--- src/rtl/core/stk_pkg.sv ---
`default_nettype none
package stk_pkg;

	localparam int POS_W = 16;
	localparam int SPAN_W = 16;

	localparam logic [1:0] MODE_IDLE = 2'd0;
	localparam logic [1:0] MODE_WORD = 2'd1;
	localparam logic [1:0] MODE_NUMBER = 2'd2;
	localparam logic [1:0] MODE_STRING = 2'd3;

	localparam logic [3:0] KIND_FUNC = 4'd0;
	localparam logic [3:0] KIND_IDENT = 4'd1;
	localparam logic [3:0] KIND_NUMBER = 4'd2;
	localparam logic [3:0] KIND_STRING = 4'd3;
	localparam logic [3:0] KIND_LPAREN = 4'd4;
	localparam logic [3:0] KIND_RPAREN = 4'd5;
	localparam logic [3:0] KIND_LBRACE = 4'd6;
	localparam logic [3:0] KIND_RBRACE = 4'd7;
	localparam logic [3:0] KIND_SEMI = 4'd8;
	localparam logic [3:0] KIND_ASSIGN = 4'd9;
	localparam logic [3:0] KIND_PLUS = 4'd10;
	localparam logic [3:0] KIND_MINUS = 4'd11;
	localparam logic [3:0] KIND_STAR = 4'd12;
	localparam logic [3:0] KIND_SLASH = 4'd13;
	localparam logic [3:0] KIND_END = 4'd14;
	localparam logic [3:0] KIND_NONE = 4'd15;

	localparam logic [1:0] ERR_NONE = 2'd0;
	localparam logic [1:0] ERR_DOT = 2'd1;
	localparam logic [1:0] ERR_STRING = 2'd2;
	localparam logic [1:0] ERR_UNKNOWN = 2'd3;

	localparam logic [7:0] CH_NUL = 8'h00;
	localparam logic [7:0] CH_TAB = 8'h09;
	localparam logic [7:0] CH_NL = 8'h0A;
	localparam logic [7:0] CH_SPACE = 8'h20;
	localparam logic [7:0] CH_QUOTE = 8'h22;
	localparam logic [7:0] CH_COMMA = 8'h2C;
	localparam logic [7:0] CH_DOT = 8'h2E;

	localparam logic [2:0] KW_LEN = 3'd4;

	typedef struct packed {
		logic [3:0]        kind;
		logic [SPAN_W-1:0] span_start;
		logic [SPAN_W-1:0] span_end;
		logic [1:0]        error_code;
		logic              last;
	} tok_t;

	typedef struct packed {
		logic [1:0] count;
		tok_t       tok0;
		tok_t       tok1;
	} push_t;

	function automatic logic [7:0] kw_char(input logic [1:0] idx);
		logic [7:0] c;
		unique case (idx)
			2'd0: c = 8'h66;
			2'd1: c = 8'h75;
			2'd2: c = 8'h6E;
			default: c = 8'h63;
		endcase
		return c;
	endfunction

	function automatic logic [3:0] punct_kind(input logic [7:0] c);
		logic [3:0] k;
		unique case (c)
			8'h28: k = KIND_LPAREN;
			8'h29: k = KIND_RPAREN;
			8'h7B: k = KIND_LBRACE;
			8'h7D: k = KIND_RBRACE;
			8'h3B: k = KIND_SEMI;
			8'h3D: k = KIND_ASSIGN;
			8'h2B: k = KIND_PLUS;
			8'h2D: k = KIND_MINUS;
			8'h2A: k = KIND_STAR;
			8'h2F: k = KIND_SLASH;
			default: k = KIND_NONE;
		endcase
		return k;
	endfunction

	function automatic logic is_letter(input logic [7:0] c);
		return (c >= 8'h61 && c <= 8'h7A) || (c >= 8'h41 && c <= 8'h5A);
	endfunction

	function automatic logic is_digit(input logic [7:0] c);
		return c >= 8'h30 && c <= 8'h39;
	endfunction

endpackage
`default_nettype wire

--- src/rtl/core/stk_scan.sv ---
`default_nettype none
module stk_scan (
	input  wire                 clk,
	input  wire                 arst_n,
	input  wire                 src_valid,
	output logic                src_stall,
	input  wire  [7:0]          ch,
	input  wire                 room,
	output stk_pkg::push_t      push
);
	import stk_pkg::*;

	logic              valid_s1;
	logic [7:0]        ch_s1;
	logic              advance;

	logic [1:0]        mode_q, mode_n;
	logic [POS_W-1:0]  cursor_q, cursor_n;
	logic [POS_W-1:0]  tbeg_q, tbeg_n;
	logic              dot_q, dot_n;
	logic [2:0]        kp_q, kp_n;
	logic              miss_q, miss_n;
	logic              halt_q, halt_n;

	logic [POS_W-1:0]  cur_inc;
	logic              have_a, have_b, run_idle, kw_bad;
	tok_t              tok_a, tok_b;
	logic [3:0]        pk;

	assign advance = valid_s1 & room;
	assign src_stall = valid_s1 & ~room;

	always_ff @(posedge clk or negedge arst_n) begin
		if (!arst_n) begin
			valid_s1 <= 1'b0;
		end else if (src_valid && !src_stall) begin
			valid_s1 <= 1'b1;
		end else if (advance) begin
			valid_s1 <= 1'b0;
		end
	end

	always_ff @(posedge clk) begin
		if (src_valid && !src_stall) begin
			ch_s1 <= ch;
		end
	end

	always_ff @(posedge clk or negedge arst_n) begin
		if (!arst_n) begin
			mode_q <= MODE_IDLE;
			cursor_q <= '0;
			tbeg_q <= '0;
			dot_q <= 1'b0;
			kp_q <= '0;
			miss_q <= 1'b0;
			halt_q <= 1'b0;
		end else if (advance) begin
			mode_q <= mode_n;
			cursor_q <= cursor_n;
			tbeg_q <= tbeg_n;
			dot_q <= dot_n;
			kp_q <= kp_n;
			miss_q <= miss_n;
			halt_q <= halt_n;
		end
	end

	assign cur_inc = cursor_q + POS_W'(1);
	assign pk = punct_kind(ch_s1);
	assign kw_bad = (kp_q >= KW_LEN) || (ch_s1 != kw_char(kp_q[1:0]));

	always_comb begin
		mode_n = mode_q;
		cursor_n = cursor_q;
		tbeg_n = tbeg_q;
		dot_n = dot_q;
		kp_n = kp_q;
		miss_n = miss_q;
		halt_n = halt_q;
		have_a = 1'b0;
		have_b = 1'b0;
		run_idle = 1'b0;
		tok_a = '0;
		tok_b = '0;

		if (!halt_q) begin
			unique case (mode_q)
				MODE_WORD: begin
					if (is_letter(ch_s1)) begin
						if (kw_bad) begin
							miss_n = 1'b1;
						end else begin
							kp_n = kp_q + 3'd1;
						end
						cursor_n = cur_inc;
					end else begin
						have_a = 1'b1;
						tok_a.kind = (!miss_q && kp_q == KW_LEN) ? KIND_FUNC : KIND_IDENT;
						tok_a.span_start = SPAN_W'(tbeg_q);
						tok_a.span_end = SPAN_W'(cursor_q);
						run_idle = 1'b1;
					end
				end
				MODE_NUMBER: begin
					if (is_digit(ch_s1)) begin
						cursor_n = cur_inc;
					end else if (ch_s1 == CH_DOT) begin
						if (dot_q) begin
							have_a = 1'b1;
							tok_a.kind = KIND_END;
							tok_a.span_start = SPAN_W'(tbeg_q);
							tok_a.span_end = SPAN_W'(cursor_q);
							tok_a.error_code = ERR_DOT;
							halt_n = 1'b1;
							mode_n = MODE_IDLE;
						end else begin
							dot_n = 1'b1;
							cursor_n = cur_inc;
						end
					end else begin
						have_a = 1'b1;
						tok_a.kind = KIND_NUMBER;
						tok_a.span_start = SPAN_W'(tbeg_q);
						tok_a.span_end = SPAN_W'(cursor_q);
						run_idle = 1'b1;
					end
				end
				MODE_STRING: begin
					if (ch_s1 == CH_QUOTE) begin
						have_a = 1'b1;
						tok_a.kind = KIND_STRING;
						tok_a.span_start = SPAN_W'(tbeg_q);
						tok_a.span_end = SPAN_W'(cursor_q);
						cursor_n = cur_inc;
						mode_n = MODE_IDLE;
					end else if (ch_s1 == CH_NL || ch_s1 == CH_NUL) begin
						// A string left open at a newline or at the end of the source.
						have_a = 1'b1;
						tok_a.kind = KIND_END;
						tok_a.span_start = SPAN_W'(tbeg_q);
						tok_a.span_end = SPAN_W'(cursor_q);
						tok_a.error_code = ERR_STRING;
						halt_n = 1'b1;
						mode_n = MODE_IDLE;
					end else begin
						cursor_n = cur_inc;
					end
				end
				default: begin
					run_idle = 1'b1;
				end
			endcase

			// The character that ends a run, or any character seen between tokens.
			if (run_idle) begin
				mode_n = MODE_IDLE;
				tok_b.span_start = SPAN_W'(cursor_q);
				tok_b.span_end = SPAN_W'(cur_inc);
				priority if (is_letter(ch_s1)) begin
					mode_n = MODE_WORD;
					tbeg_n = cursor_q;
					miss_n = (ch_s1 != kw_char(2'd0));
					kp_n = (ch_s1 != kw_char(2'd0)) ? 3'd0 : 3'd1;
					cursor_n = cur_inc;
				end else if (is_digit(ch_s1) || ch_s1 == CH_DOT) begin
					mode_n = MODE_NUMBER;
					tbeg_n = cursor_q;
					dot_n = (ch_s1 == CH_DOT);
					cursor_n = cur_inc;
				end else if (ch_s1 == CH_QUOTE) begin
					mode_n = MODE_STRING;
					tbeg_n = cur_inc;
					cursor_n = cur_inc;
				end else if (ch_s1 == CH_SPACE || ch_s1 == CH_TAB || ch_s1 == CH_NL ||
				             ch_s1 == CH_COMMA) begin
					cursor_n = cur_inc;
				end else if (ch_s1 == CH_NUL) begin
					have_b = 1'b1;
					tok_b.kind = KIND_END;
					tok_b.span_end = SPAN_W'(cursor_q);
					cursor_n = '0;
				end else if (pk != KIND_NONE) begin
					have_b = 1'b1;
					tok_b.kind = pk;
					cursor_n = cur_inc;
				end else begin
					have_b = 1'b1;
					tok_b.kind = KIND_END;
					tok_b.error_code = ERR_UNKNOWN;
					halt_n = 1'b1;
				end
			end
		end
	end

	always_comb begin
		push = '0;
		if (advance) begin
			push.count = {1'b0, have_a} + {1'b0, have_b};
		end
		if (have_a) begin
			push.tok0 = tok_a;
			push.tok0.last = ~have_b;
		end else begin
			push.tok0 = tok_b;
			push.tok0.last = 1'b1;
		end
		push.tok1 = tok_b;
		push.tok1.last = 1'b1;
	end

endmodule
`default_nettype wire

--- src/rtl/core/stk_outq.sv ---
`default_nettype none
module stk_outq (
	input  wire             clk,
	input  wire             arst_n,
	input  stk_pkg::push_t  push,
	output logic            room,
	output logic            tok_valid,
	input  wire             tok_stall,
	output stk_pkg::tok_t   tok
);
	import stk_pkg::*;

	tok_t        mem [4];
	logic [1:0]  wp_q, rp_q;
	logic [2:0]  cnt_q;
	logic        pop;

	assign tok_valid = (cnt_q != 3'd0);
	assign pop = tok_valid & ~tok_stall;
	// Two free entries cover the worst case of one character.
	assign room = (cnt_q <= 3'd2);
	assign tok = mem[rp_q];

	always_ff @(posedge clk) begin
		if (push.count != 2'd0) begin
			mem[wp_q] <= push.tok0;
		end
		if (push.count == 2'd2) begin
			mem[wp_q + 2'd1] <= push.tok1;
		end
	end

	always_ff @(posedge clk or negedge arst_n) begin
		if (!arst_n) begin
			wp_q <= '0;
			rp_q <= '0;
			cnt_q <= '0;
		end else begin
			wp_q <= wp_q + push.count;
			rp_q <= rp_q + {1'b0, pop};
			cnt_q <= cnt_q + {1'b0, push.count} - {2'b0, pop};
		end
	end

endmodule
`default_nettype wire

--- src/rtl/core/source_tokenizer_top.sv ---
`default_nettype none
// Channel   Direction  Handshake              Payload
// source    in         src_valid / src_stall  ch
// tokens    out        tok_valid / tok_stall  kind, span_start, span_end, error_code, last
//
// One character is taken per clock while src_stall is low. It is held in the input
// register, where the scanner decides its tokens and updates the scan state, and then
// lands in a four-entry result queue. A character that ends a run and is itself a
// token gives two results; they leave the queue one per clock while tok_stall is low.
// The input stalls only while the queue has fewer than two free entries.
// Reset (arst_n low) clears the scan state and empties the queue; no clearing pass.
module source_tokenizer_top (
	input  wire         clk,
	input  wire         arst_n,
	input  wire         src_valid,
	output logic        src_stall,
	input  wire  [7:0]  ch,
	output logic        tok_valid,
	input  wire         tok_stall,
	output logic [3:0]  kind,
	output logic [15:0] span_start,
	output logic [15:0] span_end,
	output logic [1:0]  error_code,
	output logic        last
);
	import stk_pkg::*;

	push_t  push;
	logic   room;
	tok_t   tok;

	// Scanner: input register, mode logic and scan state.
	stk_scan u_scan (
		.clk       (clk),
		.arst_n    (arst_n),
		.src_valid (src_valid),
		.src_stall (src_stall),
		.ch        (ch),
		.room      (room),
		.push      (push)
	);

	// Result queue: decouples token delivery from character intake.
	stk_outq u_outq (
		.clk       (clk),
		.arst_n    (arst_n),
		.push      (push),
		.room      (room),
		.tok_valid (tok_valid),
		.tok_stall (tok_stall),
		.tok       (tok)
	);

	assign kind = tok.kind;
	assign span_start = tok.span_start;
	assign span_end = tok.span_end;
	assign error_code = tok.error_code;
	assign last = tok.last;

endmodule
`default_nettype wire
--- config.mk ---
export PLATFORM = sky130hd
export DESIGN_NAME = source_tokenizer_top
export DESIGN_NICKNAME = d
export VERILOG_FILES = /design/src/rtl/core/stk_pkg.sv /design/src/rtl/core/stk_scan.sv /design/src/rtl/core/stk_outq.sv /design/src/rtl/core/source_tokenizer_top.sv
export SDC_FILE = /design/constraint.sdc
export NUM_CORES = 1
export LEC_CHECK = 0
export ABC_AREA = 1
export BUFFER_PORTS_ARGS = -buffer_cell sky130_fd_sc_hd__buf_2
export CORE_MARGIN = 2
export CORE_UTILIZATION = 23
export DETAILED_ROUTE_END_ITERATION = 8
export PLACE_DENSITY = 0.36
export SYNTH_ARGS = -nofsm -noshare
export SYNTH_HDL_FRONTEND = slang
export SYNTH_HIERARCHICAL = 1
export SYNTH_SLANG_ARGS = --single-unit
--- constraint.sdc ---
create_clock -name clk -period 9 [get_ports clk]
set_input_delay 0.45 -clock clk [delete_from_list [all_inputs] [get_ports clk]]
set_output_delay 0.45 -clock clk [all_outputs]
set_load 0.01 [all_outputs]
==> results of run 1 <==
registers in the layout, indices dropped and copies added, names as in the netlist, named ones only:
name / count
u_outq/cnt_q: 3
u_scan/halt_q: 1
u_scan/tbeg_q: 16
u_scan/mode_q: 2
u_outq/mem: 156
u_scan/kp_q: 1
u_outq/rp_q: 2
u_scan/ch_s1: 8
u_scan/miss_q: 1
u_outq/wp_q: 2
u_scan/valid_s1: 1
u_scan/cursor_q: 16
u_scan/dot_q: 1
metal layers:
layer  share of wire, %  global-route usage [%]  vias to the layer above  wire, um
met4                1.8                   3.659                        0       758
li1                   -                       -                     5413         -
met3                3.7                   1.661                       37      1525
met1                 49                   20.66                     5030     20290
met2                 46                   24.60                      175     19020
met5                  0                       0                        -         0
per-stage QoR:
| step | cell area, um2 | worst slack (ps) | power, mW | hold WS (ps) |
|---|---|---|---|---|
| 2_1_floorplan | 12560 | 3127 | 1.856 | 154.4 |
| 3_3_place_gp | 13390 | 3180 | 2.280 | 460.4 |
| 3_5_place_dp | 13390 | 3090 | 2.284 | 460.2 |
| 4_1_cts | 14240 | 3055 | 3.363 | 37.76 |
| 5_1_grt | 14240 | 2511 | 3.528 | 46.59 |
| 6_report | 14240 | 3180 | 3.295 | 54.93 |
kinds of logic after synthesis:
| group | Yosys count |
|---|---|
| other | 1 |
| buffers and inverters | 234 |
| AO/OA/AOI/OAI | 374 |
| XOR/XNOR | 13 |
| flip-flops | 212 |
| AND/OR/NAND/NOR | 788 |
| adder cells (fa/ha/maj) | 14 |
worst max-delay path: cells and delay by family, from the launching register on:
kind,cells,cell delay [ps]
adders and majority gates,1,360
and+or+nand+nor,8,2210
DFF,1,540
AOI/OAI and AO/OA,3,470
buffers and inverters,6,1760
worst max path at each step:
| stage | start | endpoint | slack (ps) | cells past startpoint |
|---|---|---|---|---|
| after global placement | u_scan/ch_s1[1] | u_outq/mem[1][23] | 3180 | 18 |
| after detailed placement | u_scan/ch_s1[1] | u_outq/mem[1][10] | 3090 | 18 |
| after CTS | u_scan/ch_s1[1] | u_outq/mem[1][22] | 3050 | 18 |
| final | u_scan/ch_s1[1] | u_outq/mem[1][22] | 3180 | 18 |
| after floorplan | u_scan/ch_s1[4] | u_outq/mem[0][0] | 3130 | 16 |
| after global routing | u_scan/ch_s1[1] | u_outq/mem[1][21] | 2510 | 18 |
cell usage in the layout (no fill, tap or decap), types with 6 or more instances in the layout:
cell type,count
o21ai_0,264
clkbuf_1,11
dfrtp_1,47
o21ai_1,86
nor3_2,10
nand4_1,14
clkbuf_16,27
clkbuf_8,6
buf_2,52
nand2_1,450
buf_4,16
edfxtp_1,164
nor3_1,11
inv_1,130
nand3_1,55
ha_1,13
inv_2,11
a21oi_1,11
nand2_2,9
xor2_1,11
nor2_1,227
final cells by class:
class	count	area (um2)
inverters	142	533.0
flip-flops and latches	212	6127
multi-input cells	1190	5475
repair buffers	68	380.4
clock buffers	44	799.5
well taps	696	870.8
fillers	5900	39680
clock inverters	5	53.80
power breakdown:
group	internal (mW)	switching, mW	total, mW	leakage [nW]
registers	1.10	0.0960	1.19	2.06
clock network	0.630	0.428	1.06	0.419
logic	0.307	0.735	1.04	2.82
total	2.03	1.26	3.29	5.30
==> results.yml, run 1 <==
floorplanning:
  row_count: 85
  die_w_um: 237.7
  core_area_um2: 53920
  start_util_pct: 23.29
  dieArea_um2: 56490
  die_h_um: 237.7
  ios: 53
timing:
  fin_crit_ps: 5820
  final-setup-viol-count: 0
  maxSlewViolCount: 0
  rsz0062_at_grt: "false"
  clock.fmax_mhz: 171.8
  hold_violations: 0
  maxSlewHeadroom_pct: 30.19
  setup_tns_ps: 0
  skew_ps: 17.93
  period_share_pct: 64.67
  tightestPinTransition_ps: 1036
yosys:
  synth_most_common_cell: "nand2_1"
  syn_inst: 1636
  synthTopCellsByCount: "nand2_1 (450), o21ai_0 (265), nor2_1 (227), edfxtp_1 (164), inv_1 (130)"
  synth_edf_count: 164
  synth_area_leaders: "edfxtp_1 (39%), nand2_1 (13%), o21ai_0 (11%)"
  synth_top_family_by_area: "simple AND/OR/NAND/NOR gates"
  yosys_warnings: 6
  ys_async_sr_fraction_pct: 22.64
  synth_xor_xnor_area_share_pct: 0.9066
  yosys.area_share.simple_pct: 25.56
  synth_ff_type: "edfxtp_1"
  synthMuxAreaShare_pct: 0
  synth_nets: 1662
  synthAdderAreaFrac_pct: 1.455
  yosysTopAreaCellShare_pct: 39.21
  ys_types: 38
  synth_top_cell_by_area: "edfxtp_1"
  synth-seq-area-share_pct: 48.78
  syn_area_um2: 12560
  synth-seq-cells: 212
  syn_avg_cell_area_um2: 7.676
  synth_compound_area_share_pct: 15.23
global_route:
  grt_pass1_vias: 10660
  grt_pass1_wl_um: 64860
  grtUsageTotal_pct: 14.86
  grt_antenna_before_repair: 2
  overflow: 0
  grt_max_degree: 80
placed_design:
  port_buffers: 52
  placed_cells: 2308
  place_hpwl_um: 27620
  gp_congestion: 0.8120
cts:
  hold_buffers: 0
  cts_setup_buffers: 0
  path_clk_slew_ps: 60
  clock-sinks: 212
  htree_levels: 1
  root_buffer: "clkbuf_16"
  cts.repair.resized: 0
  cts_inserted_buffers: 27
  cts_tree: "built"
  clk_latency_ps: 550
  clk_path_buf_depth: 3
cells_and_area:
  final_layout_size_suffix_gt1_share_pct: 9.211
  antenna_cells: 0
  fin_util_pct: 26.41
  stdcell_count: 2357
  finalNetCount: 1667
  area_growth_pct: 13.39
critical_path:
  cp_cell_sequence: "nor2_1 -> nand2_1 -> inv_1 -> nand2_1 -> nand2_1 -> o21ai_1 -> nand2_1 -> o21ai_4 -> buf_4 -> inv_2 -> ha_1 -> inv_1 -> nor2_1 -> nor2_4 -> nand2_2 -> buf_4 -> o31ai_4 -> buf_4"
  rrSetupSlack_ps: 3180
  cp_max_fo: 54
  startpoint_type: "flop"
  r2r_cells: 18
  slowest_delay_ps: 600
  worstSetupEndpointType: "flop"
  required_ps: 9210
  cpMostUsedCell: "nand2_1"
  crit_type: "flop to flop"
  crit_path_top_delay_cell: "nand2_1"
  reg2reg_to: "u_outq/mem[1][22]"
  worst_r2r_startpoint: "u_scan/ch_s1[1]"
  worstPathArrival_ps: 6030
hold_path:
  hold_path.class: "input pin to asynchronous set/reset pin"
route:
  wl_um: 41590
  vias: 10660
  drc: 0
  via_per_inst: 4.521
  drt-wirelength-per-cell_um: 17.65
  drtIter0Drc: 845
  antenna_violating_nets_post_route: 0
  drt_first_pass_iters: 5
pwr:
  p_leak_nw: 5.296
  peakVddDrop_v: 0.0001333
  p_per_area_nw_per_um2: 231.4
run_status:
  status: "complete, no violations"
flow_run:
  drv_cap: 0
(Power assumes the default switching activity.)
==> run 2, diff against run 1 <==
--- a/config.mk
+++ b/config.mk
@@ -10,7 +10,7 @@
 export CORE_MARGIN = 2
 export CORE_UTILIZATION = 23
 export DETAILED_ROUTE_END_ITERATION = 8
-export PLACE_DENSITY = 0.36
+export PLACE_DENSITY = 0.37
 export SYNTH_ARGS = -nofsm -noshare
 export SYNTH_HDL_FRONTEND = slang
 export SYNTH_HIERARCHICAL = 1
==> constraint.sdc (replaced) <==
create_clock -name clk -period 4.89 [get_ports clk]
set_input_delay 0.2445 -clock clk [delete_from_list [all_inputs] [get_ports clk]]
set_output_delay 0.2445 -clock clk [all_outputs]
set_load 0.01 [all_outputs]
==> results.yml, run 2 (synthesis results as in run 1) <==
route:
  drc: 0
  wl_um: 41310
  via_per_inst: 4.538
  drtIter0Drc: 785
  vias: 10800
  drt_first_pass_iters: 5
  antenna_violating_nets_post_route: 0
  drt-wirelength-per-cell_um: 17.36
cells_and_area:
  reg_top3: "u_outq/mem x156, u_scan/cursor_q x16, u_scan/tbeg_q x16"
  antenna_cells: 0
  stdcell_count: 2380
  fin_area_um2: 14470
  regMostFlops: "u_outq/mem"
  largest_register_ffs: 156
  final_cell_mix: "nand2_1 (450), o21ai_0 (264), nor2_1 (227)"
  finalNetCount: 1688
  final_layout_size_suffix_gt1_share_pct: 9.501
  mostFrequentLayoutCell: "nand2_1"
  area_growth_pct: 15.18
  num-fill-cells: 5827
placed_design:
  pre_cts_ws_ps: 538.7
  gp_congestion: 0.8365
  port_buffers: 52
  place_area_um2: 13470
  place_hpwl_um: 27830
  placed_cells: 2317
pwr:
  finalPower_mw: 6.170
  pwr-share-clk_pct: 32.7
  internal_power_mw: 3.810
  p_per_area_nw_per_um2: 426.6
  p_sw_share_pct: 38.25
  peakVddDrop_v: 0.0002542
  p_seq_share_pct: 35.6
  p_sw_mw: 2.360
  p_leak_nw: 5.402
  power_frac_comb_pct: 31.6
cts:
  hold_buffers: 11
  clock-sinks: 212
  root_buffer: "clkbuf_16"
  clk_path_buf_depth: 3
  cts_tree: "built"
  cts_inserted_buffers: 28
  path_clk_slew_ps: 60
  htree_levels: 1
  cts.repair.resized: 0
  clk_latency_ps: 560
  cts_setup_buffers: 0
critical_path:
  cp_cell_sequence: "inv_2 -> nand2_1 -> inv_1 -> nand2_1 -> nor2_1 -> o21ai_1 -> nand2_1 -> o21ai_4 -> inv_2 -> ha_1 -> inv_1 -> nor2_1 -> nor2_1 -> o31ai_4 -> buf_4"
  worstSetupEndpointType: "flop"
  startpoint_type: "flop"
  slowest_delay_ps: 980
  reg2reg_to: "u_outq/mem[2][13]"
  worstPathArrival_ps: 4580
  cp_max_fo: 19
  r2r_cells: 15
  crit_path_top_delay_cell: "o31ai_4"
  crit_type: "flop to flop"
  rrSetupSlack_ps: 560
  worst_r2r_startpoint: "u_scan/ch_s1[0]"
  required_ps: 5140
floorplanning:
  dieArea_um2: 56490
  ios: 53
  die_h_um: 237.7
  row_count: 85
  core_area_um2: 53920
  start_util_pct: 23.29
  die_w_um: 237.7
timing:
  fin_crit_ps: 4332
  hold_slack_ps: 368.0
  maxSlewViolCount: 0
  finalWorstSetupSlack_ps: 557.5
  rsz0062_at_grt: "false"
  tightestPinTransition_ps: 1194
  final-setup-viol-count: 0
  period_share_pct: 88.60
  clock.fmax_mhz: 230.8
  hold_violations: 0
  maxSlewHeadroom_pct: 20.38
  skew_ps: 16.97
flow_run:
  drv_cap: 0
global_route:
  grt_pass1_vias: 10560
  overflow: 0
  grt_pass1_wl_um: 64430
  grt_antenna_before_repair: 0
  grt_max_degree: 79
  grtUsageTotal_pct: 14.71
run_status:
  status: "complete, no violations"
hold_path:
  hold_path.class: "input pin to asynchronous set/reset pin"
run 2: cell types whose count changed in the layout (fill, tap and decap cells not counted), sizes merged:
cell | previous run | this run
buf | 68 | 77
clkbuf | 44 | 42
dlygate4sd3 | 0 | 11
clkinv | 5 | 9
bufinv | 1 | 2
run 2: layer usage:
| layer | share of wire, % | track usage, % |
|---|---|---|
| met5 | 0 | 0 |
| met4 | 1.3 | 2.992 |
| met3 | 4.0 | 1.858 |
| met2 | 48 | 25.28 |
| met1 | 47 | 19.80 |
run 2: worst max-delay path by stage:
stage | startpoint | end | slack, ps | cells after the start
finish | u_scan/ch_s1[0] | u_outq/mem[2][13] | 560 | 15
global route | u_scan/ch_s1[0] | u_outq/mem[2][11] | 110 | 15
CTS | u_scan/ch_s1[3] | u_outq/mem[2][13] | 530 | 15
detailed placement | u_scan/ch_s1[3] | u_outq/mem[2][14] | 540 | 15
global placement | u_scan/ch_s1[3] | u_outq/mem[2][10] | 580 | 15
floorplan | u_scan/ch_s1[4] | u_outq/mem[0][0] | -980 | 16
run 2: cell type report:
cell class / instances / area, um2 / area share [%]
tap: 696 / 870.8 / 6.020
clock inverter: 10 / 93.84 / 0.6487
timing repair buffer: 88 / 570.5 / 3.944
multi-input combinational: 1190 / 5475 / 37.85
clock buffer: 42 / 794.5 / 5.493
inverter: 142 / 533.0 / 3.685
sequential: 212 / 6127 / 42.36
run 2: worst max-delay path, delay by kind of cell, from the launching register on:
family | cells | cell delay [ps]
compound gates | 3 | 1180
fa+ha+maj | 1 | 220
buf+inv | 5 | 1030
flops | 1 | 510
simple gates | 6 | 1060
run 2: metrics by stage:
stage               util (%)  TNS [ps]
finish                 26.83         0
global route           26.83         0
CTS                    26.83         0
detailed placement     24.98         0
global placement       24.98         0
floorplan                  -   -147090
run 2: power groups by stage:
stage	Sequential, mW	Clock [mW]	Combinational [mW]
after CTS	2.20	2.09	2.01
after floorplan	2.12	0	1.29
after global placement	2.23	0	2.00
after detailed placement	2.23	0	2.00
final	2.20	2.02	1.95
after global routing	2.22	2.15	2.21
